### config.mk
export PLATFORM = sky130hd
export DESIGN_NAME = keyed_table_top_two_select_core
export DESIGN_NICKNAME = d
export VERILOG_FILES = /design/src/rtl/core/ktts_pkg.sv /design/src/rtl/core/ktts_ram.sv /design/src/rtl/core/ktts_cmp.sv /design/src/rtl/core/keyed_table_top_two_select_core.sv
export VERILOG_INCLUDE_DIRS = /design/src /design/src/rtl/core
export SDC_FILE = /design/constraint.sdc
export NUM_CORES = 2
export LEC_CHECK = 0
export ABC_AREA = 1
export ABC_CLOCK_PERIOD_IN_PS = 16120
export BUFFER_PORTS_ARGS = -buffer_cell sky130_fd_sc_hd__buf_2
export CAP_MARGIN = 5
export CORE_MARGIN = 4
export CORE_UTILIZATION = 30
export DETAILED_ROUTE_END_ITERATION = 12
export SETUP_SLACK_MARGIN = 0.1
export SLEW_MARGIN = 30
export SYNTH_ARGS = -nofsm -noshare
export SYNTH_HDL_FRONTEND = slang
export SYNTH_SLANG_ARGS = --single-unit
### constraint.sdc
create_clock -name clk -period 16.12 [get_ports clk]
set_input_delay 0.806 -clock clk [delete_from_list [all_inputs] [get_ports clk]]
set_output_delay 0.806 -clock clk [all_outputs]
set_load 0.05 [all_outputs]
### src/rtl/core/assert_macros.svh
// assertion macros shared by the rtl files of the keyed table block
// each macro expects clk and rst_n in scope at the point of use
`ifndef ASSERT_MACROS_SVH
`define ASSERT_MACROS_SVH

// condition holds at every clock edge outside reset
`define AST_HOLDS(label, cond, msg) \
    label: assert property (@(posedge clk) disable iff (!rst_n) (cond)) else $error(msg);

// condition implies a second one at the same edge
`define AST_IMPLIES(label, pre, post, msg) \
    label: assert property (@(posedge clk) disable iff (!rst_n) (pre) |-> (post)) \
        else $error(msg);

// condition implies a second one at the next edge
`define AST_NEXT(label, pre, post, msg) \
    label: assert property (@(posedge clk) disable iff (!rst_n) (pre) |=> (post)) \
        else $error(msg);

`endif

### src/rtl/core/ktts_pkg.sv
// shared types and defaults for the keyed table with top-two selection
// no dependencies; imported by the compare unit and the top level
`default_nettype none

package ktts_pkg;

    // default sizing of the table
    localparam int CAPACITY_DEF  = 16;
    localparam int KEY_BYTES_DEF = 8;

    // request codes
    typedef enum logic [2:0] {
        OP_INSERT = 3'd0,
        OP_EDIT   = 3'd1,
        OP_DELETE = 3'd2,
        OP_MIN    = 3'd3,
        OP_MAX    = 3'd4,
        OP_SMIN   = 3'd5,
        OP_SMAX   = 3'd6,
        OP_READ   = 3'd7
    } op_t;

    // result status codes
    typedef enum logic [2:0] {
        STS_OK        = 3'd0,
        STS_DUP       = 3'd1,
        STS_NOT_FOUND = 3'd2,
        STS_FULL      = 3'd3,
        STS_FEW       = 3'd4
    } status_t;

    // sequencer states
    typedef enum logic [2:0] {
        S_IDLE,
        S_READ,
        S_SCAN,
        S_SHIFT,
        S_FINISH
    } state_t;

    // flags from the shared compare unit
    typedef struct packed {
        logic key_eq;
        logic beats;
    } cmp_res_t;

endpackage

`default_nettype wire

### src/rtl/core/ktts_ram.sv
// generic simple dual-port ram, one write and one registered read per cycle
// no dependencies
`default_nettype none

module ktts_ram #(
    parameter int WIDTH = 96,
    parameter int DEPTH = 16
) (
    input  wire logic                     clk,
    input  wire logic                     we,
    input  wire logic [$clog2(DEPTH)-1:0] waddr,
    input  wire logic [WIDTH-1:0]         wdata,
    input  wire logic [$clog2(DEPTH)-1:0] raddr,
    output logic      [WIDTH-1:0]         rdata
);

    logic [WIDTH-1:0] mem [DEPTH];
    logic [WIDTH-1:0] rdata_reg;

    // write port and registered read port
    always_ff @(posedge clk)
    begin
        if (we)
        begin
            mem[waddr] <= wdata;
        end
        rdata_reg <= mem[raddr];
    end

    assign rdata = rdata_reg;

endmodule

`default_nettype wire

### src/rtl/core/ktts_cmp.sv
// shared compare unit: key equality and signed value ordering
// depends on ktts_pkg for the result struct
`default_nettype none

module ktts_cmp
    import ktts_pkg::*;
#(
    parameter int KEY_W = 64
) (
    input  wire logic [KEY_W-1:0] a_key,
    input  wire logic [KEY_W-1:0] b_key,
    input  wire logic [31:0]      a_val,
    input  wire logic [31:0]      b_val,
    input  wire logic             want_max,
    output cmp_res_t              res
);

    // a beats b when strictly larger (max) or strictly smaller (min)
    always_comb
    begin
        res.key_eq = (a_key == b_key);
        res.beats  = want_max ? ($signed(a_val) > $signed(b_val))
                              : ($signed(a_val) < $signed(b_val));
    end

endmodule

`default_nettype wire

### src/rtl/core/keyed_table_top_two_select_core.sv
// top level of the keyed record table with top-two selection
// depends on ktts_pkg, ktts_ram, ktts_cmp and assert_macros.svh
//
// usage:
//   requests enter on in_valid/in_ready with op, record_key, new_value and
//   position; one result per request leaves on out_valid/out_ready with
//   status, found_position, found_key, found_value and record_count.
//   records live in one ram of CAPACITY entries that is walked one entry a
//   cycle through its single registered read port; the shared compare unit
//   checks one entry per cycle.
//   a delete moves every record behind the removed one down one place.
//   requests that fail the record count checks go straight to the finish
//   step without walking the table.
//   in_ready is high only while the sequencer is idle, one request at a time.
//   the result sits in an output register: a new request is taken while it
//   waits, and a stalled receiver holds the next result in the finish step.
//   reset empties the table (record count zero) and drops any pending result;
//   ram contents need no clearing since only held entries are ever read.
`default_nettype none

`include "assert_macros.svh"

module keyed_table_top_two_select_core
    import ktts_pkg::*;
#(
    parameter int CAPACITY  = CAPACITY_DEF,
    parameter int KEY_BYTES = KEY_BYTES_DEF
) (
    input  wire logic               clk,
    input  wire logic               rst_n,
    input  wire logic               in_valid,
    output logic                    in_ready,
    input  wire logic [2:0]         op,
    input  wire logic [63:0]        record_key,
    input  wire logic signed [31:0] new_value,
    input  wire logic [3:0]         position,
    output logic                    out_valid,
    input  wire logic               out_ready,
    output logic [2:0]              status,
    output logic [3:0]              found_position,
    output logic [63:0]             found_key,
    output logic signed [31:0]      found_value,
    output logic [4:0]              record_count
);

    localparam int KEY_W  = 8 * KEY_BYTES;
    localparam int IDX_W  = $clog2(CAPACITY);
    localparam int CNT_W  = $clog2(CAPACITY + 1);
    localparam int PW     = (CNT_W > 4) ? CNT_W : 4;
    localparam int DATA_W = KEY_W + 32;

    // sequencer and scan control
    state_t           state_reg, state_next;
    logic [CNT_W-1:0] count_reg, count_next;
    logic [CNT_W-1:0] idx_reg, idx_next;
    logic             dv_reg, dv_next;
    logic             hit_reg, hit_next;
    logic             have_reg, have_next;
    logic             pass2_reg, pass2_next;
    logic             out_valid_reg, out_valid_next;

    // request and selection payload
    op_t              op_reg, op_next;
    logic [KEY_W-1:0] key_reg, key_next;
    logic [31:0]      val_reg, val_next;
    logic [3:0]       pos_reg, pos_next;
    logic [IDX_W-1:0] cmp_idx_reg, cmp_idx_next;
    logic [IDX_W-1:0] first_idx_reg, first_idx_next;
    logic [IDX_W-1:0] best_idx_reg, best_idx_next;
    logic [KEY_W-1:0] best_key_reg, best_key_next;
    logic [31:0]      best_val_reg, best_val_next;

    // result register
    status_t          out_status_reg, out_status_next;
    logic [3:0]       out_pos_reg, out_pos_next;
    logic [63:0]      out_key_reg, out_key_next;
    logic [31:0]      out_val_reg, out_val_next;
    logic [4:0]       out_count_reg, out_count_next;

    // ram port signals
    logic              ram_we;
    logic [IDX_W-1:0]  ram_waddr;
    logic [DATA_W-1:0] ram_wdata;
    logic [IDX_W-1:0]  ram_raddr;
    logic [DATA_W-1:0] ram_rdata;
    logic [KEY_W-1:0]  rd_key;
    logic [31:0]       rd_val;

    // decoded conditions
    op_t              op_in;
    logic             accept;
    logic             out_free;
    logic             is_find;
    logic             is_second;
    logic             want_max;
    logic             scan_more;
    logic             issue;
    logic             scan_done;
    logic             candidate;
    logic             sel_err_in;
    logic [PW-1:0]    pos_in_w;
    logic [PW-1:0]    pos_w;
    logic [PW-1:0]    count_w;
    logic [IDX_W-1:0] pos_idx;
    cmp_res_t         cmp_res;

    // finish step result fields
    status_t          f_status;
    logic             f_give;
    logic [IDX_W-1:0] f_idx;
    logic [KEY_W-1:0] f_key;
    logic [31:0]      f_val;

    // record store
    ktts_ram #(
        .WIDTH (DATA_W),
        .DEPTH (CAPACITY)
    ) u_store (
        .clk   (clk),
        .we    (ram_we),
        .waddr (ram_waddr),
        .wdata (ram_wdata),
        .raddr (ram_raddr),
        .rdata (ram_rdata)
    );

    assign rd_key = ram_rdata[DATA_W-1:32];
    assign rd_val = ram_rdata[31:0];

    // shared compare unit: read entry against request key and current best
    ktts_cmp #(
        .KEY_W (KEY_W)
    ) u_cmp (
        .a_key    (rd_key),
        .b_key    (key_reg),
        .a_val    (rd_val),
        .b_val    (best_val_reg),
        .want_max (want_max),
        .res      (cmp_res)
    );

    // handshake and decode
    assign in_ready  = (state_reg == S_IDLE);
    assign accept    = in_valid && in_ready;
    assign out_free  = !out_valid_reg || out_ready;
    assign op_in     = op_t'(op);
    assign is_find   = (op_reg == OP_INSERT) || (op_reg == OP_EDIT) || (op_reg == OP_DELETE);
    assign is_second = (op_reg == OP_SMIN) || (op_reg == OP_SMAX);
    assign want_max  = (op_reg == OP_MAX) || (op_reg == OP_SMAX);
    assign scan_more = (idx_reg < count_reg);
    assign pos_in_w  = PW'(position);
    assign pos_w     = PW'(pos_reg);
    assign count_w   = PW'(count_reg);
    assign pos_idx   = pos_w[IDX_W-1:0];
    assign candidate = !(pass2_reg && (cmp_idx_reg == first_idx_reg));

    // entry reads continue until the table end, or the key is hit on a lookup
    always_comb
    begin
        if (state_reg == S_SCAN)
        begin
            issue = scan_more && !(is_find && hit_reg);
        end
        else if (state_reg == S_SHIFT)
        begin
            issue = scan_more;
        end
        else
        begin
            issue = 1'b0;
        end
    end

    assign scan_done = !issue && !dv_reg;

    // record count checks made when the request arrives
    always_comb
    begin
        unique case (op_in)
            OP_MIN, OP_MAX:   sel_err_in = (count_reg == '0);
            OP_SMIN, OP_SMAX: sel_err_in = (count_reg < CNT_W'(2));
            OP_READ:          sel_err_in = (pos_in_w >= count_w);
            default:          sel_err_in = 1'b0;
        endcase
    end

    // next state
    always_comb
    begin
        state_next = state_reg;
        unique case (state_reg)
            S_IDLE:
            begin
                if (accept)
                begin
                    if (sel_err_in)
                    begin
                        state_next = S_FINISH;
                    end
                    else if (op_in == OP_READ)
                    begin
                        state_next = S_READ;
                    end
                    else
                    begin
                        state_next = S_SCAN;
                    end
                end
            end
            S_READ:
            begin
                state_next = S_SCAN;
            end
            S_SCAN:
            begin
                if (scan_done)
                begin
                    if (is_second && !pass2_reg)
                    begin
                        state_next = S_SCAN;
                    end
                    else if ((op_reg == OP_DELETE) && hit_reg)
                    begin
                        state_next = S_SHIFT;
                    end
                    else
                    begin
                        state_next = S_FINISH;
                    end
                end
            end
            S_SHIFT:
            begin
                if (scan_done)
                begin
                    state_next = S_FINISH;
                end
            end
            S_FINISH:
            begin
                if (out_free)
                begin
                    state_next = S_IDLE;
                end
            end
            default:
            begin
                state_next = S_IDLE;
            end
        endcase
    end

    // result fields of the finish step
    always_comb
    begin
        f_status   = STS_OK;
        f_give     = 1'b0;
        f_idx      = best_idx_reg;
        f_key      = best_key_reg;
        f_val      = best_val_reg;
        count_next = count_reg;
        unique case (op_reg)
            OP_INSERT:
            begin
                if (hit_reg)
                begin
                    f_status = STS_DUP;
                    f_give   = 1'b1;
                end
                else if (count_reg >= CNT_W'(CAPACITY))
                begin
                    f_status = STS_FULL;
                end
                else
                begin
                    f_give     = 1'b1;
                    f_idx      = count_reg[IDX_W-1:0];
                    f_key      = key_reg;
                    f_val      = val_reg;
                    count_next = count_reg + CNT_W'(1);
                end
            end
            OP_EDIT:
            begin
                if (hit_reg)
                begin
                    f_give = 1'b1;
                    f_val  = val_reg;
                end
                else
                begin
                    f_status = STS_NOT_FOUND;
                end
            end
            OP_DELETE:
            begin
                if (hit_reg)
                begin
                    f_give     = 1'b1;
                    count_next = count_reg - CNT_W'(1);
                end
                else
                begin
                    f_status = STS_NOT_FOUND;
                end
            end
            OP_MIN, OP_MAX:
            begin
                if (count_reg == '0)
                begin
                    f_status = STS_FEW;
                end
                else
                begin
                    f_give = 1'b1;
                end
            end
            OP_SMIN, OP_SMAX:
            begin
                if (count_reg < CNT_W'(2))
                begin
                    f_status = STS_FEW;
                end
                else
                begin
                    f_give = 1'b1;
                end
            end
            OP_READ:
            begin
                if (pos_w >= count_w)
                begin
                    f_status = STS_FEW;
                end
                else
                begin
                    f_give = 1'b1;
                end
            end
        endcase
        if (!((state_reg == S_FINISH) && out_free))
        begin
            count_next = count_reg;
        end
    end

    // datapath, ram control and result register next values
    always_comb
    begin
        op_next         = op_reg;
        key_next        = key_reg;
        val_next        = val_reg;
        pos_next        = pos_reg;
        idx_next        = idx_reg;
        dv_next         = 1'b0;
        hit_next        = hit_reg;
        have_next       = have_reg;
        pass2_next      = pass2_reg;
        cmp_idx_next    = idx_reg[IDX_W-1:0];
        first_idx_next  = first_idx_reg;
        best_idx_next   = best_idx_reg;
        best_key_next   = best_key_reg;
        best_val_next   = best_val_reg;
        ram_we          = 1'b0;
        ram_waddr       = cmp_idx_reg - IDX_W'(1);
        ram_wdata       = ram_rdata;
        ram_raddr       = idx_reg[IDX_W-1:0];
        out_valid_next  = out_valid_reg && !out_ready;
        out_status_next = out_status_reg;
        out_pos_next    = out_pos_reg;
        out_key_next    = out_key_reg;
        out_val_next    = out_val_reg;
        out_count_next  = out_count_reg;

        unique case (state_reg)
            S_IDLE:
            begin
                // latch the request and arm the scan
                if (accept)
                begin
                    op_next    = op_in;
                    key_next   = record_key[KEY_W-1:0];
                    val_next   = new_value;
                    pos_next   = position;
                    idx_next   = '0;
                    hit_next   = 1'b0;
                    have_next  = 1'b0;
                    pass2_next = 1'b0;
                end
            end
            S_READ:
            begin
                // single read at the asked position, no further entries
                ram_raddr    = pos_idx;
                dv_next      = 1'b1;
                cmp_idx_next = pos_idx;
                idx_next     = count_reg;
            end
            S_SCAN:
            begin
                dv_next = issue;
                if (issue)
                begin
                    idx_next = idx_reg + CNT_W'(1);
                end
                // compare the entry read in the previous cycle
                if (dv_reg)
                begin
                    if (is_find)
                    begin
                        if (cmp_res.key_eq && !hit_reg)
                        begin
                            hit_next      = 1'b1;
                            best_idx_next = cmp_idx_reg;
                            best_key_next = rd_key;
                            best_val_next = rd_val;
                        end
                    end
                    else if (candidate && (!have_reg || cmp_res.beats))
                    begin
                        have_next     = 1'b1;
                        best_idx_next = cmp_idx_reg;
                        best_key_next = rd_key;
                        best_val_next = rd_val;
                    end
                end
                // end of a pass: start the second pass or the gap close
                if (scan_done)
                begin
                    if (is_second && !pass2_reg)
                    begin
                        pass2_next     = 1'b1;
                        first_idx_next = best_idx_reg;
                        have_next      = 1'b0;
                        idx_next       = '0;
                    end
                    else if ((op_reg == OP_DELETE) && hit_reg)
                    begin
                        idx_next = CNT_W'(best_idx_reg) + CNT_W'(1);
                    end
                end
            end
            S_SHIFT:
            begin
                // read entry j, write it back at j-1 in the following cycle
                dv_next = issue;
                if (issue)
                begin
                    idx_next = idx_reg + CNT_W'(1);
                end
                if (dv_reg)
                begin
                    ram_we = 1'b1;
                end
            end
            S_FINISH:
            begin
                if (out_free)
                begin
                    // table writes for insert and edit
                    if ((op_reg == OP_INSERT) && f_give && !hit_reg)
                    begin
                        ram_we    = 1'b1;
                        ram_waddr = count_reg[IDX_W-1:0];
                        ram_wdata = {key_reg, val_reg};
                    end
                    else if ((op_reg == OP_EDIT) && hit_reg)
                    begin
                        ram_we    = 1'b1;
                        ram_waddr = best_idx_reg;
                        ram_wdata = {best_key_reg, val_reg};
                    end
                    out_valid_next  = 1'b1;
                    out_status_next = f_status;
                    out_pos_next    = f_give ? 4'(f_idx) : 4'd0;
                    out_key_next    = f_give ? 64'(f_key) : 64'd0;
                    out_val_next    = f_give ? f_val : 32'd0;
                    out_count_next  = 5'(count_next);
                end
            end
            default:
            begin
                dv_next = 1'b0;
            end
        endcase
    end

    // control registers
    always_ff @(posedge clk or negedge rst_n)
    begin
        if (!rst_n)
        begin
            state_reg     <= S_IDLE;
            count_reg     <= '0;
            idx_reg       <= '0;
            dv_reg        <= 1'b0;
            hit_reg       <= 1'b0;
            have_reg      <= 1'b0;
            pass2_reg     <= 1'b0;
            out_valid_reg <= 1'b0;
            op_reg        <= OP_INSERT;
        end
        else
        begin
            state_reg     <= state_next;
            count_reg     <= count_next;
            idx_reg       <= idx_next;
            dv_reg        <= dv_next;
            hit_reg       <= hit_next;
            have_reg      <= have_next;
            pass2_reg     <= pass2_next;
            out_valid_reg <= out_valid_next;
            op_reg        <= op_next;
        end
    end

    // payload registers
    always_ff @(posedge clk)
    begin
        key_reg        <= key_next;
        val_reg        <= val_next;
        pos_reg        <= pos_next;
        cmp_idx_reg    <= cmp_idx_next;
        first_idx_reg  <= first_idx_next;
        best_idx_reg   <= best_idx_next;
        best_key_reg   <= best_key_next;
        best_val_reg   <= best_val_next;
        out_status_reg <= out_status_next;
        out_pos_reg    <= out_pos_next;
        out_key_reg    <= out_key_next;
        out_val_reg    <= out_val_next;
        out_count_reg  <= out_count_next;
    end

    // result ports
    assign out_valid      = out_valid_reg;
    assign status         = out_status_reg;
    assign found_position = out_pos_reg;
    assign found_key      = out_key_reg;
    assign found_value    = out_val_reg;
    assign record_count   = out_count_reg;

    // checks
    `AST_HOLDS(a_count_range, count_reg <= CNT_W'(CAPACITY), "record count beyond capacity")
    `AST_IMPLIES(a_we_state, ram_we, (state_reg == S_SHIFT) || (state_reg == S_FINISH),
        "ram write outside shift or finish")
    `AST_NEXT(a_count_stable, state_reg != S_FINISH, $stable(count_reg),
        "record count moved outside finish")
    `AST_IMPLIES(a_shift_hit, state_reg == S_SHIFT, hit_reg && (op_reg == OP_DELETE),
        "gap close without a deleted record")

endmodule

`default_nettype wire
-- Word-level counts from Yosys, hierarchy flattened
Memories as Yosys holds them, arrays and structs flattened. A register that Yosys moved wholly into a read port is not among the register bits.
Cells that the tools add are included.
- register bits: 337
- bits in writable memories: 1536
- input bits: 107
- output and inout port bits: 110
- logic and storage cells: 202
- memories: 1
- $add $sub $neg: 5
- $lt $le $gt $ge: 7
- equality and inequality tests: 27
- muxes and demuxes: 90
- reductions and logical operators: 50
- memories (name ; depth ; width ; read ports ; clocked after memory_dff ; wr ports ; RTL line ; source):
    u_store.mem ; 16 ; 96 ; 1 ; 1 ; 1 ; ktts_ram.sv:17 ; logic [WIDTH-1:0] mem [DEPTH];
- operators with widths (operator ; number):
    $mux W64 ; 6
    $mux W96 ; 4
    $mux W32 ; 6
    $eq A64 B64 Y1 ; 1
    $pmux W32 S2 ; 1
    $mux W5 ; 9
    $mux W4 ; 11
    $gt A32 B32 Y1 ; 1
    $lt A32 B32 Y1 ; 1
    $mux W3 ; 10
    $pmux W3 S5 ; 2
    $mux W1 ; 28
    $eq A3 B3 Y1 const B ; 9
    $pmux W5 S4 ; 1
    $eq A3 B2 Y1 const B ; 5
    $logic_and A1 B1 Y1 ; 14
    $reduce_and A4 Y1 ; 3
    $reduce_or A2 Y1 ; 6
    $add A5 B1 Y5 const B ; 2
    $ge A4 B5 Y1 ; 2
    $ne A2 B2 Y1 const B ; 5
    $pmux W1 S2 ; 5
    $pmux W5 S2 ; 1
    $logic_not A1 Y1 ; 9
    20 further kinds ; 37

-- Logic depth before layout (Yosys ltp)
- depth after elaboration: 12
- mapped depth: 18
- mapped depth without buffers: 18

-- By module
Synthesis repeated with hierarchy kept, for this count alone.
- cell total of the unflattened synthesis: 7993
- area, all modules: 84114.4 um^2
- by module, submodules not included (module ; times used ; cells an instance ; area an instance (um^2) ; sequential area each (um^2)):
    ktts_ram ; 1 ; 6302 ; 67643.6 ; 48046.1
    keyed_table_top_two_select_core ; 1 ; 1390 ; 14670.3 ; 9974.6
    ktts_cmp ; 1 ; 301 ; 1800.5 ; 0.0

-- Least setup slack after synthesis
No wires, ideal clock.
- path type: input to register
- start: input port out_ready
- end: memory u_store.mem[12][0], enable pin
- setup time: 0.552 ns
- arrival: 8.873 ns
- data required time: 15.568 ns
- path slack: 6.695 ns
- cell stages on the path: 8
- path buffers: 0
- cells stage by stage: nor2_1 -> nor2_2 -> inv_1 -> nor2_4 -> inv_2 -> nand2_1 -> nand3_1 -> nor2_1
- longest elaborated chain between the ends: 5
- elaborated cells on any way between the ends: 7
- classes of those cells: 6 x mux; 1 x reduce/logical
- ends and longest elaborated chain (what ; RTL line ; source):
    start, declared ; keyed_table_top_two_select_core.sv:38 ; input wire logic out_ready,
    $logic_or A1 B1 Y1 * ; keyed_table_top_two_select_core.sv:145 ; assign out_free = !out_valid_reg || out_ready;
    $mux W1 ; keyed_table_top_two_select_core.sv:458 ; if (out_free)
    $pmux W1 S2 ; keyed_table_top_two_select_core.sv:375 ; unique case (state_reg)
    $mux W1 ; ktts_ram.sv:23 ; if (we)
    $mux W1 (not written as such) ; ktts_ram.sv:25 ; mem[waddr] <= wdata;
    end, declared ; ktts_ram.sv:17 ;
Mark *: on every way between the ends. The rest lies on a longest branch, timed or not.

-- Final worst setup path
- start: register op_reg[0]
- end: memory u_store.mem[12][80], enable pin
- longest elaborated chain between the ends: 10
- elaborated cells on any way between the ends: 25
- classes of those cells: 7 x eq/ne; 11 x mux; 7 x reduce/logical
- ends and longest elaborated chain (what ; RTL line ; source):
    start, declared ; keyed_table_top_two_select_core.sv:63 ; op_t op_reg, op_next;
    start signal, assigned ; keyed_table_top_two_select_core.sv:513 ; op_reg <= op_next;
    $eq A3 B3 Y1, or another cell as far along ; keyed_table_top_two_select_core.sv:262 ; unique case (op_reg)
    $reduce_or A2 Y1 (on tied branches) ; - ;
    $pmux W1 S5 ; keyed_table_top_two_select_core.sv:262 ;
    $logic_and A1 B1 Y1 (2 in series) ; keyed_table_top_two_select_core.sv:461 ; if ((op_reg == OP_INSERT) && f_give && !hit_reg)
    $mux W1 ; keyed_table_top_two_select_core.sv:461 ;
    $mux W1 ; keyed_table_top_two_select_core.sv:458 ;
    $pmux W1 S2 ; keyed_table_top_two_select_core.sv:375 ;
    $mux W1 ; ktts_ram.sv:23 ;
    $mux W1 (not written as such) ; ktts_ram.sv:25 ;
Several ways; a longest one is shown, not always the timed one.

==> flow_summary.toml <==
[outcome]
status = "completed"

[timing]
fin_crit_sh_pct = 42.7
period_minus_slack_ns = 6.88
slew_viol_final = 0
hold_viol = 0
worst_pin_slew_ns = 1.13
max_freq_mhz = 145
setup_viol = 0
clock_skew_ns = 0.0712
relSlewSlack_pct = 24.7
fin_hold_ws_ns = 0.126
rsz0062_at_grt = "no"
finalSetupTns_ns = 0

[cts]
cts-resized-gates = 0
postCtsSetupBuffers = 0
cts.sinks = 1969
cts_root_buf = "clkbuf_16"
h-tree-depth = 4
clk_latency_ns = 0.85
cts-buffers-inserted = 192
cts.clk_slew.worst_paths_ns = 0.07
clockBufferDepth = 3
cts_tree = "done"

[power_and_ir_drop]
max-vdd-ir-drop_v = 0.000141
p_leak_uw = 0.0294
power.density_nw_per_um2 = 190

[floorplanning]
ios = 217
dieHeight_um = 516
num_rows = 186
die_area_um2 = 266000
fp.coreArea_um2 = 257000
die_w_um = 516
start_util_pct = 30.1

[critical_path]
r2r-start = "op_reg[0]"
cp_num_buf_inv = 6
critical_path_class = "flop to flop"
path_delay_family = "simple AND/OR/NAND/NOR gates"
cp_data_arrival_time_ns = 7.34
cp_max_fo = 64
crit_start = "op_reg[0]"
cp-end-kind = "flop"
start_kind = "flop"
critPathMaxStageDelay_ns = 0.95
path_cells = "nor2_1 > inv_1 > nor2_2 > nand2_2 > buf_4 > nand2_1 > clkinv_2 > nor2_4 > inv_6 > nand2_1 > nand3_1 > nor2_4 > buf_4 > buf_4"
cp.required_ns = 16.58
cpMostUsedCell = "buf_4"
cpMaxStageDelayCell = "nor2_4"

[routing]
drt_wl_total_um = 222000
first_pass_iters = 7
dr.first_iter.drc_count = 5911
via_per_inst = 5.18
vias = 49300
wl_per_cell_um = 23.3
postRouteAntennaNets = 0
drcViolationCount = 0

[synth]
syn_nets = 5932
synth_top_flop_cell = "edfxtp_1"
synth_top_area_share_pct = 71.8
synth_edf_count = 1848
ys_ff_latch = 1969
yosys.cell_types.count = 51
ys_warn_count = 0
seq_area_frac_synth_pct = 75.1
synth_area_leader_cell = "edfxtp_1"
synthCells = 5776
yosys-top-cells-area = "edfxtp_1 72%, o21ai_0 4.8%, nor2_1 4.2%"
synth-async-reset-ratio_pct = 1.07
syn-cell-area_um2 = 77300
synth.avg_cell_area_um2 = 13.4

[finish]
fin_nets = 6112
layoutNonFillerInstCount = 9510
largest_register_ffs = 1536
syn_to_final_growth_pct = 15.1
finish.utilization_pct = 34.7
drive_gt1_share_pct = 11.8
nFillCells = 24700

[placed_design]
numPortBuffers = 216
dpl.cell_count = 9144
dp_hpwl_um = 123000
gp_congestion = 0.846

[global_routing]
grt-ovfl-total = 0
grt_pass1_vias = 47000
grt_pass1_wl_um = 322000
grt_max_degree = 209
grt_use_total_pct = 16.1
antenna_found_initial = 9

[min_path]
holdCritPathClass = "input pin to flop"
worstHoldStart = "record_key[39]"

[run]
maxCapViolCount = 0
-- worst register-to-register path: stages, from the launching register on --
cell	delay [ns]
dfrtp_1	0.44
nor2_1	0.15
inv_1	0.09
nor2_2	0.21
nand2_2	0.07
buf_4	0.31
nand2_1	0.29
clkinv_2	0.67
nor2_4	0.95
inv_6	0.33
nand2_1	0.28
nand3_1	0.36
nor2_4	0.82
buf_4	0.80
buf_4	0.74
-- layout by cell type (no fill, tap or decap), types with 5 or more instances in the layout --
master,Yosys,final
clkinv_2,0,30
buf_4,2,119
clkinvlp_4,0,9
clkinv_1,1,21
a211oi_1,7,7
inv_1,213,210
buf_6,10,8
dfrtp_1,21,21
nand2_1,439,437
o221ai_1,210,210
clkbuf_1,139,47
inv_8,0,5
o21ai_0,744,718
clkinv_16,0,7
o22ai_1,106,105
o211ai_1,181,181
o21ai_1,210,210
nand3_1,138,138
inv_6,0,6
xor2_1,11,11
clkinv_4,0,6
xnor2_1,16,16
ha_1,49,49
nor3_1,42,42
clkbuf_16,0,193
dfxtp_1,100,100
o21bai_1,74,74
nor2_1,856,840
bufinv_16,0,15
o2111ai_1,8,8
buf_12,0,9
mux2i_1,6,6
nand4_1,10,10
edfxtp_1,1848,1848
buf_2,198,217
o21ai_2,2,25
nor2_4,1,18
clkbuf_8,0,23
a21oi_1,66,66
-- repair_timing --
item                                   CTS  global route
hold buffers                             1             0
setup endpoints to repair                0             0
endpoints found under the hold margin   21             0
-- where the power goes --
part / switching (µW) / leakage, µW / internal, µW / total [µW]
combinational: 3910 / 0.00843 / 1320 / 5230
clock: 2010 / 0.00314 / 2580 / 4590
sequential: 342 / 0.0178 / 6770 / 7110
total: 6260 / 0.0294 / 10700 / 16900
-- metrics by stage --
step,cell area [µm²],setup slack [ns],total power (µW)
final,89000,9.24,16900
after global routing,89000,8.78,17700
after CTS,88900,9.56,17000
after detailed placement,82400,9.55,12400
after global placement,82200,9.58,12300
after floorplan,77300,6.70,10400
-- final timing paths --
path / to / slack (ns) / depth (start not counted)
worst max-delay path: u_store.mem[12][80] / 9.24 / 14
worst min-delay path: key_reg[39] / 0.13 / 1
worst max register to register: u_store.mem[12][80] / 9.24 / 14
worst min register to register: best_val_reg[0] / 0.43 / 0
max in group asynchronous: idx_reg[3] / 15.22 / 2
min in group asynchronous: out_valid / 0.53 / 2
-- routing by layer --
metal / track usage (%) / wire, µm
met1: 23.3 / 96300
met3: 3.85 / 22200
met2: 24.1 / 97600
met5: 0 / 0
met4: 4.46 / 5700
-- cell usage after synthesis (10+ instances only) --
cell type and instances:
a21oi_1 66, buf_1 11, buf_2 198, buf_6 10
clkbuf_1 139, clkbuf_2 12, dfrtp_1 21, dfxtp_1 100
edfxtp_1 1848, ha_1 49, inv_1 213, nand2_1 439
nand3_1 138, nand4_1 10, nor2_1 856, nor3_1 42
o211ai_1 181, o21ai_0 744, o21ai_1 210, o21bai_1 74
o221ai_1 210, o22ai_1 106, xnor2_1 16, xor2_1 11
-- cells by family after synthesis --
logic type / after synthesis / synth area share, %
multiplexers: 6 / 0.0777
flip-flops: 1969 / 75.1
AO/OA/AOI/OAI: 1631 / 12.7
adder cells (fa/ha/maj): 49 / 0.793
AND/OR/NAND/NOR: 1502 / 7.70
buffers and inverters: 592 / 3.33
XOR/XNOR: 27 / 0.306
-- layout make-up --
cell class	count	area, µm²	share of cell area (%)
Clock buffer	263	5320	5.98
Timing Repair Buffer	358	2370	2.66
Tap cell	3384	4230	4.76
Multi-Input combinational cell	3215	17000	19.1
Clock inverter	99	1170	1.31
Inverter	220	867	0.974
Sequential cell	1969	58000	65.2
Antenna cell	2	5.00	0.00562
Note: power is estimated with default switching activity, not from simulation.
